--- config.mk ---
export PLATFORM = sky130hd
export DESIGN_NAME = tpao_queue
export DESIGN_NICKNAME = d
export VERILOG_FILES = /design/src/rtl/core/tpao_pkg.sv /design/src/rtl/core/tpao_queue.sv
export SDC_FILE = /design/constraint.sdc
export NUM_CORES = 1
export LEC_CHECK = 0
export BUFFER_PORTS_ARGS = -buffer_cell sky130_fd_sc_hd__buf_4
export CAP_MARGIN = 25
export CORE_UTILIZATION = 58
export CTS_BUF_LIST = sky130_fd_sc_hd__clkbuf_4
export DETAILED_ROUTE_END_ITERATION = 6
export GPL_ROUTABILITY_DRIVEN = 0
export GPL_TIMING_DRIVEN = 0
export PLACE_DENSITY_LB_ADDON = 0.2
export SETUP_SLACK_MARGIN = 0.5
export SKIP_LAST_GASP = 1
export SLEW_MARGIN = 20
export SYNTH_ARGS = -nofsm -noshare
export SYNTH_HDL_FRONTEND = slang
export SYNTH_SLANG_ARGS = --single-unit
--- constraint.sdc ---
create_clock -name clock -period 9.3 [get_ports clock]
set_input_delay 0.465 -clock clock [delete_from_list [all_inputs] [get_ports clock]]
set_output_delay 0.465 -clock clock [all_outputs]
set_load 0.01 [all_outputs]
--- src/rtl/core/tpao_pkg.sv ---
`default_nettype none
package tpao_pkg;

   localparam logic [1:0] ST_OK    = 2'd0;
   localparam logic [1:0] ST_EQUAL = 2'd1;
   localparam logic [1:0] ST_ZERO  = 2'd2;
   localparam logic [1:0] ST_DEN   = 2'd3;

   localparam logic [48:0] MAG_POS = 49'h0_FFFF_FFFF_FFFF;
   localparam logic [48:0] MAG_NEG = 49'h1_0000_0000_0000;

   // classified request, pools renamed so that ETH enters pool 1 and leaves pool 2
   typedef struct packed {
      logic [1:0]  status;
      logic [31:0] x1;
      logic [31:0] y1;
      logic [31:0] x2;
      logic [31:0] y2;
   } tpao_item_type;

   // signed 49-bit saturation of a sign/magnitude quotient
   function automatic logic [48:0] sat_mag(input logic neg, input logic ovf,
                                           input logic [48:0] q);
      logic [48:0] r;
      if (neg) begin
         if (ovf || q > MAG_NEG) r = MAG_NEG;
         else r = ~q + 49'd1;
      end else begin
         if (ovf || q > MAG_POS) r = MAG_POS;
         else r = q;
      end
      return r;
   endfunction

endpackage
`default_nettype wire

--- src/rtl/core/tpao_queue.sv ---
`default_nettype none
module tpao_queue (
   input  logic                   clock,
   input  logic                   reset,
   input  logic                   in_valid,
   output logic                   in_ready,
   input  tpao_pkg::tpao_item_type in_item,
   output logic                   out_valid,
   input  logic                   out_ready,
   output tpao_pkg::tpao_item_type out_item
);
   import tpao_pkg::*;

   localparam int QD = 2;
   localparam int PW = $clog2(QD);
   localparam int NW = $clog2(QD + 1);

   tpao_item_type mem_ff [QD];
   logic [PW-1:0] wr_ff, rd_ff;
   logic [NW-1:0] cnt_ff;
   logic          push, pop;

   assign in_ready  = cnt_ff != NW'(QD);
   assign out_valid = cnt_ff != '0;
   assign push      = in_valid && in_ready;
   assign pop       = out_valid && out_ready;
   assign out_item  = mem_ff[rd_ff];

   always_ff @(posedge clock) begin
      if (reset) begin
         wr_ff  <= '0;
         rd_ff  <= '0;
         cnt_ff <= '0;
      end else begin
         if (push) wr_ff <= wr_ff + PW'(1);
         if (pop) rd_ff <= rd_ff + PW'(1);
         if (push && !pop) cnt_ff <= cnt_ff + NW'(1);
         else if (pop && !push) cnt_ff <= cnt_ff - NW'(1);
      end
   end

   always_ff @(posedge clock) begin
      if (push) mem_ff[wr_ff] <= in_item;
   end
endmodule
`default_nettype wire

==> impl_metrics.env, run 1 <==
export IMPL_irDropWorstVdd_mv=0.181
export IMPL_hold_viol=0
export IMPL_drtPass1Iterations=4
export IMPL_drtIter0Drc=297
export IMPL_netlist_instances=428
export IMPL_whs_ns=0.0488
export IMPL_grt_usage=0.261
export IMPL_worst_path_max_fanout=10
export IMPL_drt_total_wl_mm=23.1
export IMPL_fp_row_count=46
export IMPL_grtUsageMet1=0.261
export IMPL_synth_seq_cells=265
export IMPL_clock_skew_ns=0.0481
export IMPL_slew_viol_final=0
export IMPL_io_pins=266
export IMPL_place_detailed_hpwl_mm=12.4
export IMPL_cts_inserted_buffers=66
export IMPL_fin_nets=1006
export IMPL_fmax_ghz=0.401
export IMPL_grt_first_pass_wirelength_mm=32.4
export IMPL_total_power_mw=3.52
export IMPL_holdBufCountCts=92
export IMPL_antenna_left=0
export IMPL_power_density_nw_per_um2=254
export IMPL_antenna_found_initial=1
export IMPL_finalSetupViolCount=0
export IMPL_core_area_um2=16100
export IMPL_seq_area_frac_synth=0.821
export IMPL_busiest_layer="met2"
export IMPL_cts_sinks=265
export IMPL_critPathLaunchType="flop"
export IMPL_root_buffer="clkbuf_4"
export IMPL_clkLatencyLatePin_ns=0.63
export IMPL_power_leakage_nw=5.33
export IMPL_syn_nets=563
export IMPL_dieArea_um2=17100
export IMPL_min_from="in_item[103]"
export IMPL_dieHeight_um=131
export IMPL_met3_usage=0.0839
export IMPL_setup_slack_ns=6.81
export IMPL_first_global_vias=6333
export IMPL_place_ws_ns=7.25
export IMPL_viasPerCell=5.14
export IMPL_tns_ns=0
export IMPL_min_period_ns=2.49
export IMPL_drive_above_1_share=0.568
export IMPL_ctsHtreeMaxLevel=3
export IMPL_synthDistinctLibCells=19
export IMPL_syn_area_um2=9630
export IMPL_grt_ovfl_total=0
export IMPL_cts_tree="built"
export IMPL_timing_rr_start="cnt_ff[0]$_SDFFE_PP0P_"
export IMPL_wl_per_cell_um=20.5
export IMPL_use_met2=0.478
export IMPL_relSlewSlack=0.584
export IMPL_critPathArrivalTime_ns=2.03
export IMPL_critical_path_class="reg2out"
export IMPL_clkTransAtPathRegs_ns=0.07
export IMPL_grt_max_degree=67
export IMPL_mostFrequentLayoutCell="buf_4"
export IMPL_cts_repair_resized=0
export IMPL_hold_class="in2reg"
export IMPL_synth_warnings=0
export IMPL_rsz0062_at_grt="false"
export IMPL_syn_area_per_cell_um2=22.5
export IMPL_drc_errors=0
export IMPL_crit_path_end_kind="primary output"
export IMPL_max_slew_worst_pin_slew_ns=0.625
export IMPL_dieWidth_um=131
export IMPL_numPortBuffers=265
export IMPL_start_util=0.600
export IMPL_cts_setup_buffers=0
export IMPL_vias=5792
export IMPL_maxCapViolCount=0
export IMPL_worstPathRequired_ns=8.84
export IMPL_timing_final_crit_share=0.268
export IMPL_most_common_layout_cells="buf_4, edfxtp_1, mux2_2"
export IMPL_status="finished, final reports clean"
export IMPL_n_fill_cell=663
export IMPL_clockBufferDepth=3
export IMPL_area_growth_pct=44.2
[per-stage QoR]
stage,cells,area [µm²],utilization
floorplan,428,9630,-
global placement,909,11900,0.740
detailed placement,912,12000,0.746
CTS,1110,13700,0.855
global route,1126,13900,0.865
finish,1126,13900,0.865
[kinds of logic after synthesis]
| logic type | count (synthesis) | synth area share |
|---|---|---|
| AO/OA/AOI/OAI | 5 | 0.00312 |
| adder cells (fa/ha/maj) | 1 | 0.00130 |
| buffers and inverters | 15 | 0.0144 |
| multiplexers | 130 | 0.152 |
| flip-flops | 265 | 0.821 |
| AND/OR/NAND/NOR | 9 | 0.00520 |
| XOR/XNOR | 3 | 0.00273 |
[layer usage]
layer | wire length, µm | vias to the layer above
met5 | 0 | -
met4 | 880 | 0
met3 | 1570 | 70
met2 | 12700 | 254
met1 | 8000 | 2849
li1 | - | 2619
[Yosys cell counts, drive strengths merged]
| cell type | count | area share |
|---|---|---|
| ha | 1 | 0.0013 |
| xor2 | 3 | 0.0027 |
| o21ai | 2 | 0.0010 |
| dfxtp | 5 | 0.010 |
| inv | 1 | 0.00039 |
| or3 | 1 | 0.00065 |
| nand3b | 1 | 0.00078 |
| and3 | 1 | 0.00065 |
| mux2 | 130 | 0.15 |
| or2 | 1 | 0.00065 |
| and2 | 1 | 0.00065 |
| nor2 | 3 | 0.0012 |
| buf | 14 | 0.014 |
| a21oi | 2 | 0.0010 |
| a21bo | 1 | 0.0010 |
| nand2b | 1 | 0.00065 |
| edfxtp | 260 | 0.81 |
[area by class of cell]
cell class	instances	area, µm²	share of cell area
plain buffers	14	135	0.00973
multi-input cells	148	1590	0.114
diodes	1	2.50	0.000180
repair buffers	375	3140	0.226
clock buffers	95	713	0.0514
flip-flops and latches	265	7910	0.570
well taps	216	270	0.0195
clock inverters	11	120	0.00865
inverters	1	11.3	0.000811
[worst paths after layout]
check | end | slack (ns) | cells past startpoint
min reg2reg | flop | 0.52 | 2
min | mem_ff[0][103]$_DFFE_PP_ | 0.05 | 1
max reg2reg | mem_ff[0][38]$_DFFE_PP_ | 7.19 | 4
max | out_item[94] | 6.81 | 4
[worst max-delay path: stages (launching register included)]
cell     delay (ns)
dfxtp_1        0.39
buf_4          0.29
buf_6          0.20
mux2_2         0.36
buf_4          0.16
[flip-flops by register name (all words and copies together) (netlist names), named ones only]
name    count
mem_ff    260
cnt_ff      2
rd_ff       1
wr_ff       1
[power breakdown]
part           internal (mW)  switching (mW)  total (mW)
clock network          0.548           0.449       0.997
logic                  0.521           0.468       0.989
registers               1.49          0.0435        1.53
total                   2.56           0.961        3.52
Power figures use the tool's default switching activity.
==> run 2, diff against run 1 <==
--- a/config.mk
+++ b/config.mk
@@ -5,9 +5,10 @@
 export SDC_FILE = /design/constraint.sdc
 export NUM_CORES = 1
 export LEC_CHECK = 0
+export ABC_AREA = 1
 export BUFFER_PORTS_ARGS = -buffer_cell sky130_fd_sc_hd__buf_4
 export CAP_MARGIN = 25
-export CORE_UTILIZATION = 58
+export CORE_UTILIZATION = 49
 export CTS_BUF_LIST = sky130_fd_sc_hd__clkbuf_4
 export DETAILED_ROUTE_END_ITERATION = 6
 export GPL_ROUTABILITY_DRIVEN = 0
==> constraint.sdc (replaced) <==
create_clock -name clock -period 2 [get_ports clock]
set_input_delay 0.1 -clock clock [delete_from_list [all_inputs] [get_ports clock]]
set_output_delay 0.1 -clock clock [all_outputs]
set_load 0.01 [all_outputs]
==> impl_metrics.env, run 2 <==
export IMPL_clkLatencyLatePin_ns=0.64
export IMPL_grt_ovfl_total=0
export IMPL_drtPass1Iterations=4
export IMPL_cts_inserted_buffers=69
export IMPL_n_fill_cell=942
export IMPL_seq_area_frac_synth=0.820
export IMPL_seqPwrFrac=0.410
export IMPL_cts_tree="built"
export IMPL_worst_path_max_fanout=10
export IMPL_place_detailed_hpwl_mm=13.2
export IMPL_drive_above_1_share=0.583
export IMPL_root_buffer="clkbuf_4"
export IMPL_synthTopCellsByCount="edfxtp_1, mux2_2, buf_6"
export IMPL_critical_path_class="reg2out"
export IMPL_fp_row_count=50
export IMPL_grt_max_degree=26
export IMPL_reg_largest_list="mem_ff x260, cnt_ff x2"
export IMPL_clockBufferDepth=3
export IMPL_io_pins=266
export IMPL_numPortBuffers=265
export IMPL_grt_usage=0.232
export IMPL_hold_class="in2reg"
export IMPL_finalSetupViolCount=0
export IMPL_netlist_area_leader_share=0.809
export IMPL_vias=6213
export IMPL_timing_rr_start="cnt_ff[0]$_SDFFE_PP0P_"
export IMPL_synth_area_top_cells="edfxtp_1, mux2_2, buf_6"
export IMPL_r2r_slack_ns=0.34
export IMPL_clock_skew_ns=0.0424
export IMPL_place_ws_ns=0.0719
export IMPL_power_leakage_nw=6.10
export IMPL_switchingPower_mw=4.77
export IMPL_worstPathRequired_ns=1.90
export IMPL_wl_per_cell_um=19.6
export IMPL_synthFlopType="edfxtp_1"
export IMPL_first_global_vias=6769
export IMPL_cp_top_family="buffers and inverters"
export IMPL_setup_slack_ns=0.0347
export IMPL_drt_total_wl_mm=25.1
export IMPL_largest_reg_flops=260
export IMPL_maxCapViolCount=0
export IMPL_worst_path_max_delay_cell="dfxtp_4"
export IMPL_grt_first_pass_wirelength_mm=34.7
export IMPL_rsz0062_at_grt="true"
export IMPL_r2r_end="mem_ff[0][40]$_DFFE_PP_"
export IMPL_drc_errors=0
export IMPL_synthDistinctLibCells=14
export IMPL_clkPwrFrac=0.259
export IMPL_critPathLaunchType="flop"
export IMPL_cpPeakStageDelay_ns=0.38
export IMPL_fin_nets=1114
export IMPL_synth_warnings=0
export IMPL_mostFrequentLayoutCell="buf_4"
export IMPL_power_density_nw_per_um2=1130
export IMPL_area_growth_pct=61.5
export IMPL_syn_nets=576
export IMPL_r2r_worst_path_cells=9
export IMPL_min_period_ns=1.97
export IMPL_async_reset_ff_frac=0
export IMPL_min_from="in_item[28]"
export IMPL_ctsHtreeMaxLevel=3
export IMPL_status="finished, final reports clean"
export IMPL_crit_path_end_kind="primary output"
export IMPL_instances_no_fill=1281
export IMPL_core_area_um2=19000
export IMPL_relSlewSlack=0.820
export IMPL_synth_edf_count=260
export IMPL_clkTransAtPathRegs_ns=0.07
export IMPL_synth_area_leader_cell="edfxtp_1"
export IMPL_critPathArrivalTime_ns=1.87
export IMPL_timing_final_crit_share=0.983
export IMPL_crit_chain="buf_12 -> buf_8 -> mux2_2 -> buf_4"
export IMPL_netlist_instances=441
export IMPL_path_buf_inv=3
export IMPL_antenna_found_initial=3
export IMPL_viasPerCell=4.85
export IMPL_crit_end="out_item[78]"
export IMPL_cp_num_cells=4
export IMPL_slew_viol_final=0
export IMPL_syn_area_per_cell_um2=21.9
export IMPL_most_common_layout_cells="buf_4, edfxtp_1, dlygate4sd3_1"
export IMPL_yosysMostFrequentCell="edfxtp_1"
export IMPL_internal_power_mw=12.8
export IMPL_syn_area_um2=9650
export IMPL_seq_area_um2=7910
export IMPL_hold_viol=0
export IMPL_top_register="mem_ff"
export IMPL_p_comb_frac=0.331
export IMPL_max_slew_worst_pin_slew_ns=0.270
export IMPL_dieWidth_um=142
export IMPL_dieHeight_um=142
export IMPL_switching_share=0.271
export IMPL_irDropWorstVdd_mv=0.707
export IMPL_antenna_left=0
export IMPL_multi_input_area_um2=1650
export IMPL_start_util=0.507
export IMPL_placed_cells=978
export IMPL_drtIter0Drc=255
export IMPL_synth_seq_cells=265
export IMPL_fmax_ghz=0.509
export IMPL_dieArea_um2=20200
export IMPL_cts_sinks=265
[run 2: changes by cell type after synthesis, moves of 2 or more]
cell     delta
nand2_1     +9
nor2_1      +4
xor2_1      -3
nand3_1     +2
inv_1       +7
[run 2: worst min path at each step]
stage,cells past startpoint,slack [ns],to
3_5_place_dp,1,0.29,mem_ff[0][116]$_DFFE_PP_
4_1_cts,2,0.11,mem_ff[1][109]$_DFFE_PP_
5_1_grt,2,0.13,mem_ff[1][24]$_DFFE_PP_
6_report,2,0.18,mem_ff[0][28]$_DFFE_PP_
2_1_floorplan,0,0.20,mem_ff[0][0]$_DFFE_PP_
3_3_place_gp,1,0.28,mem_ff[1][6]$_DFFE_PP_
[run 2: layout make-up]
cell class / instances / share of cell area
tap: 260 / 0.0209
multi-input combinational: 154 / 0.106
antenna: 3 / 0.000482
inverter: 8 / 0.00209
clock buffer: 97 / 0.0468
clock inverter: 13 / 0.00651
sequential: 265 / 0.508
buffer: 14 / 0.0122
timing repair buffer: 467 / 0.297
[run 2: cells by family after synthesis]
family	synth area share
muxes	0.152
and+or+nand+nor	0.00791
AOI/OAI and AO/OA	0.00208
adders and majority gates	0.00130
buffers and inverters	0.0171
DFF	0.820
[run 2: what timing repair did]
action                                  4_1_cts  5_1_grt
pin swaps                                     1        5
endpoints found under the setup margin      325      374
cloned                                        8       12
setup buffers                                12       24
resized for setup                            20       64
endpoints found under the hold margin       275        0
hold buffers                                134        0
[run 2: power groups by stage]
stage | registers, mW | clock network, mW | logic (mW)
floorplan | 7.29 | 0 | 2.15
global placement | 7.34 | 0 | 3.88
detailed placement | 7.31 | 0 | 4.28
CTS | 7.20 | 4.62 | 5.09
global route | 7.28 | 4.97 | 6.11
finish | 7.22 | 4.57 | 5.83
[run 2: metal layers]
layer	global-route usage	routed length [µm]	vias to the layer above
met4	0.105	667	0
met5	0	0	-
met1	0.244	8940	3041
li1	-	-	2858
met3	0.0757	1940	49
met2	0.418	13500	265
[run 2: metrics by stage]
stage          hold slack, ns  cell area (µm²)   util  setup TNS, ns  total power, mW
2_1_floorplan           0.199             9680      -        -225.82             9.44
3_3_place_gp            0.285            12000  0.631        -460.02             11.2
3_5_place_dp            0.287            12300  0.647              0             11.6
4_1_cts                 0.108            14900  0.782              0             16.9
5_1_grt                 0.133            15600  0.819          -1.29             18.4
6_report                0.180            15600  0.819              0             17.6
